**config.mk**
```make
export PLATFORM = sky130hd
export DESIGN_NAME = stpq_ctrl
export DESIGN_NICKNAME = d
export VERILOG_FILES = /design/src/hdl/stpq_pkg.sv /design/src/hdl/stpq_ctrl.sv
export SDC_FILE = /design/constraint.sdc
export NUM_CORES = 1
export LEC_CHECK = 0
export ABC_CLOCK_PERIOD_IN_PS = 3700
export BUFFER_PORTS_ARGS = -buffer_cell sky130_fd_sc_hd__buf_2
export CAP_MARGIN = 20
export CORE_AREA = 2 2 39 41
export CTS_CLUSTER_DIAMETER = 120
export DETAILED_ROUTE_END_ITERATION = 8
export DIE_AREA = 0 0 41 43
export HOLD_SLACK_MARGIN = 0.15
export PLACE_DENSITY = 0.62
export SLEW_MARGIN = 20
export SYNTH_ARGS = -nofsm -noshare
export SYNTH_HDL_FRONTEND = slang
export SYNTH_SLANG_ARGS = --single-unit
export TNS_END_PERCENT = 1
```
**constraint.sdc**
```tcl
create_clock -name clk -period 3.7 [get_ports clk]
set_clock_uncertainty 0.1 [all_clocks]
set_input_delay 0.74 -clock clk [delete_from_list [all_inputs] [get_ports clk]]
set_output_delay 0.74 -clock clk [all_outputs]
set_load 0.005 [all_outputs]
```
**src/hdl/stpq_pkg.sv**
```systemverilog
`timescale 1ns / 1ps
`default_nettype none

package stpq_pkg;

  // Defaults for the top-level parameters
  localparam int DEPTH_DEFAULT    = 64;
  localparam int OVERHEAD_DEFAULT = 104;

  // Field widths fixed by the interface
  localparam int HANDLE_W = 32;
  localparam int SIZE_W   = 24;
  localparam int DUR_W    = 32;
  localparam int STREAM_W = 8;
  localparam int SERIAL_W = 32;
  localparam int COUNT_W  = 7;
  localparam int BYTES_W  = 31;
  localparam int TIME_W   = 38;

  // Command codes
  typedef enum logic [2:0] {
    FUNC_PUT        = 3'd0,
    FUNC_PUT_MARKER = 3'd1,
    FUNC_GET        = 3'd2,
    FUNC_ABORT      = 3'd3,
    FUNC_START      = 3'd4,
    FUNC_FLUSH      = 3'd5
  } func_t;

  // Result status codes
  typedef enum logic [1:0] {
    ST_OK      = 2'd0,
    ST_EMPTY   = 2'd1,
    ST_ABORTED = 2'd2,
    ST_FULL    = 2'd3
  } status_t;

  // Controller states
  typedef enum logic {
    S_IDLE = 1'b0,
    S_EXEC = 1'b1
  } state_t;

  // One queue slot
  typedef struct packed {
    logic [HANDLE_W-1:0] handle;
    logic [SIZE_W-1:0]   size;
    logic [DUR_W-1:0]    duration;
    logic [STREAM_W-1:0] stream;
    logic [SERIAL_W-1:0] serial;
    logic                marker;
  } entry_t;

  // Controller to datapath
  typedef struct packed {
    logic capture;    // latch payload and read the head slot
    logic exec;       // update result registers
    logic push;       // store an entry at the tail
    logic marker;     // the pushed entry is a flush marker
    logic pop;        // remove the head entry
    logic set_abort;
    logic clr_abort;
    logic flush;
  } dp_cmd_t;

  // Datapath to controller
  typedef struct packed {
    logic aborted;
    logic empty;
    logic full;
  } dp_stat_t;

endpackage

`default_nettype wire

```
**src/hdl/stpq_ctrl.sv**
```systemverilog
`timescale 1ns / 1ps
`default_nettype none

module stpq_ctrl (
  input  wire logic              clk,
  input  wire logic              rst,
  input  wire logic              start,
  input  wire logic [2:0]        func,
  input  wire stpq_pkg::dp_stat_t stat,
  output stpq_pkg::dp_cmd_t      cmd,
  output logic                   busy,
  output logic                   done,
  output logic [1:0]             status
);
  import stpq_pkg::*;

  state_t  state, state_next;
  func_t   func_q;
  status_t status_next;

  // State register, latched command, result strobe and status
  always_ff @(posedge clk) begin
    if (rst) begin
      state <= S_IDLE;
      done  <= 1'b0;
    end else begin
      state <= state_next;
      done  <= cmd.exec;
    end
    if (cmd.capture) begin
      func_q <= func_t'(func);
    end
    if (cmd.exec) begin
      status <= status_next;
    end
  end

  // Next state and command decode
  always_comb begin
    state_next  = state;
    cmd         = '0;
    status_next = ST_OK;
    busy        = 1'b0;
    unique case (state)
      S_IDLE: begin
        if (start) begin
          cmd.capture = 1'b1;
          state_next  = S_EXEC;
        end
      end
      S_EXEC: begin
        busy       = 1'b1;
        cmd.exec   = 1'b1;
        state_next = S_IDLE;
        case (func_q)
          FUNC_PUT, FUNC_PUT_MARKER: begin
            if (stat.aborted) begin
              status_next = ST_ABORTED;
            end else if (stat.full) begin
              status_next = ST_FULL;
            end else begin
              cmd.push   = 1'b1;
              cmd.marker = (func_q == FUNC_PUT_MARKER);
            end
          end
          FUNC_GET: begin
            if (stat.aborted) begin
              status_next = ST_ABORTED;
            end else if (stat.empty) begin
              status_next = ST_EMPTY;
            end else begin
              cmd.pop = 1'b1;
            end
          end
          FUNC_ABORT: cmd.set_abort = 1'b1;
          FUNC_START: begin
            // abort clears even when the marker is refused
            cmd.clr_abort = 1'b1;
            if (stat.full) begin
              status_next = ST_FULL;
            end else begin
              cmd.push   = 1'b1;
              cmd.marker = 1'b1;
            end
          end
          FUNC_FLUSH: cmd.flush = 1'b1;
          default: ;
        endcase
      end
      default: state_next = S_IDLE;
    endcase
  end

`ifndef SYNTHESIS
  a_done_follows_exec: assert property (@(posedge clk) disable iff (rst)
    state == S_EXEC |=> done) else $error("no result strobe after execute");
  a_done_not_busy: assert property (@(posedge clk) disable iff (rst)
    done |-> !busy) else $error("result strobe while busy");
  a_push_pop_excl: assert property (@(posedge clk) disable iff (rst)
    !(cmd.push && cmd.pop)) else $error("push and pop in one step");
`endif

endmodule

`default_nettype wire

```
==> summary.md <==
| Metric | Value |
|---|---|
| Sequential power share | 0.517 |
| Clk network pwr share | 0.366 |
| Clock sink count | 7 |
| Global-route wire length before repair | 1030 microns |
| Initial Util | 0.273 |
| Max Cap Violations | 0 |
| Largest family of logic cells by synthesized area | simple AND/OR/NAND/NOR gates |
| Pwr Density | roughly 360 mW/mm^2 |
| DR top layer | met3 |
| Placed Area | around 480 sq um |
| Synth Instances | 38 |
| Reg2Reg Depth | 3 |
| #FFs+latches synth | 7 |
| Routed vias | 337 |
| Row count | 14 |
| RSZ-0062 raised after global routing | false |
| Residual DRC | 0 |
| Cell Area, Synth | 378 sq um |
| Largest net degree at the start of global routing | 12 |
| VDD IR-drop max | 0.146 mV |
| Hold Path Sink | status[1]$_SDFFCE_PN0P_ |
| Rel. slew slack | 0.768 |
| Avg Inst Size Synth | 9.94 sq um |
| Total congestion overflow | 0 |
| DRT met1 WL | 306 microns |
| Net Sw Power | between 0.00004 and 0.00005 W |
| Status | complete, no violations |
| Layout cells sized above 1 | 0.441 |
| ANT cells | 0 |
| Reg-to-reg endpoint | status[1]$_SDFFCE_PN0P_ |
| Worst setup SP type | register |
| Final setup vio count | 0 |
| Seq/Total Area, Yosys | 0.503 |
| Skew-Pair Late Insertion Delay | 0.25 ns |
| Main synth FF type | edfxtp_1 |
| DP Worst Slack | 1.52 ns |
| Sw Ratio | 0.223 |
| Cell taking the most area after synthesis | edfxtp_1 |
| Hold path depth | 0 |
| Num CTS Buffers | 3 |
| Ys async rst share | 0 |
| Met3 routed WL | 83 microns |
| Minimum clock period | 2.20 ns |
| Die X | 41 microns |
| Core Footprint | 0.00138 sq mm |
| Resize count post-CTS | 0 |
| Synth top area cells | edfxtp_1, dfxtp_1, a21oi_1, nor2_1, nor2b_1 |
| Commonest cells post-synth | edfxtp_1, nor2_1, a21oi_1, nor2b_1 |
| TNS Setup | 0 ns |
| Register-to-register setup slack | 2.48 ns |
| Pint | roughly 0.00014 W |
| Hold buffers post-CTS | 0 |
| R2R Path Start | func_q[2]$_DFFE_PP_ |
| Wire per inst | 9.40 microns |
| Final period util | 0.594 |
| Static leakage | 0.229 nW |
| Vias in the first global route | 275 |
| Synth Area in Compound Gates | 0.0861 |
| Vias per cell | 4.49 |
| XOR/XNOR Fraction of Synth Area | 0 |
| Placer Congestion | between 0.5 and 0.6 |
| CP Class | register to primary output |
| Nets@finish | 69 |
| DRT iter0 DRCs | 3 |
| Netlist cell types | 21 |
| DR WL met2 | about 320 microns |
| Post-synthesis adder-cell area fraction | 0 |
| WP data arrival | about 1.4 ns |
| Crit path max fanout | 11 |
| Initial antenna violation count | 0 |
| Root Driver | clkbuf_4 |
| Mux contribution to synthesized area | 0 |
| Highest clock rate | about 0.46 GHz |
| Setup crit end kind | primary output |
| CP Data Required Time | 2.86 ns |
| Final Cell Area | just over 500 sq um |
| Mapped Nets | 47 |
| # IOs | 21 |
| Final Hold Vio Count | 0 |
| Setup WS post-layout | 1.50 ns |
| Least-Margin Pin Slew | 0.348 ns |
| Synth top area share | 0.397 |
| Min-delay worst type | register to register |
| Setup Buffers After CTS | 0 |
| Htree depth | 1 |
| GRT Total Usage | 0.0921 |
| Antenna Nets Post-Route | 0 |
| Final WL | approximately 700 microns |
| CTS clk-pin slew, worst paths | around 0.050 ns |
| Ys Warns | 0 |
| Die H | 43 microns |
| CTS tree | done |
| Area growth syn-to-layout | 33.4% |
| EDFF count, synth | 5 |
| Die footprint | 0.00176 sq mm |
| Total power | 0.000182 W |
| Port Buffer Count | 20 |
| Simple-gate portion of the synthesized area | 0.358 |
| Launch point of the worst path | state$_SDFF_PP0_ |
| Clock Tree Buf Depth | 2 |
| Worst hold start | state$_SDFF_PP0_ |
| Pre-antenna DRT Iters | 2 |
| Gate power share | 0.118 |
| Final Max Slew Viols | 0 |
==> logic make-up after synthesis <==
family / Yosys count
and+or+nand+nor: 22
DFF: 7
buffers and inverters: 3
AOI/OAI and AO/OA: 6
==> metal layers <==
layer  GRT usage  up-vias
met3      0.0471        0
li1            -      174
met2       0.138       18
met4      0.0800        0
met1      0.0858      145
met5           0        -
==> metrics by stage <==
stage               instances  utilization  hold WS [ns]
floorplan                  38            -         0.466
global placement           71        0.345         0.512
detailed placement         71        0.345         0.524
CTS                        75        0.364         0.536
global route               75        0.364         0.555
finish                     75        0.364         0.520
==> power groups by stage <==
stage               sequential, W  clock (W)  combinational [W]
floorplan               0.0000936          0          0.0000139
global placement        0.0000953          0          0.0000215
detailed placement      0.0000954          0          0.0000216
CTS                     0.0000939  0.0000690          0.0000217
global route            0.0000948  0.0000727          0.0000242
finish                  0.0000938  0.0000664          0.0000214
==> worst max-delay path: stages, from the launching register on <==
cell and delay [ns]:
dfxtp_1 0.52, nand2b_1 0.18, nor3b_1 0.26, buf_2 0.15
==> cell type report <==
cell class | count | area [sq um]
Clock buffer | 4 | 26.3
Fill cell | 152 | 880
Multi-Input combinational cell | 28 | 168
Sequential cell | 7 | 190
Tap cell | 16 | 20.0
Timing Repair Buffer | 20 | 100
==> cell usage in the layout (no fill, tap or decap), drive strengths merged, types with 2 or more instances in the layout <==
master / n
nand2b: 3
a21oi: 4
clkbuf: 4
nand2: 2
buf: 20
nor2: 5
dfxtp: 2
nor2b: 3
nor3: 2
edfxtp: 5
==> flip-flops by register name (all words and copies together) (netlist names) <==
name / flops
func_q: 3
status: 2
done: 1
state: 1
==> worst max-delay path by stage <==
stage / endpoint / slack, ns / depth (start not counted)
CTS: cmd[4] / 1.48 / 3
global route: cmd[4] / 1.38 / 3
detailed placement: cmd[4] / 1.52 / 5
floorplan: cmd[7] / 1.70 / 2
finish: cmd[1] / 1.50 / 3
global placement: cmd[4] / 1.54 / 5
Power figures use the tool's default switching activity.
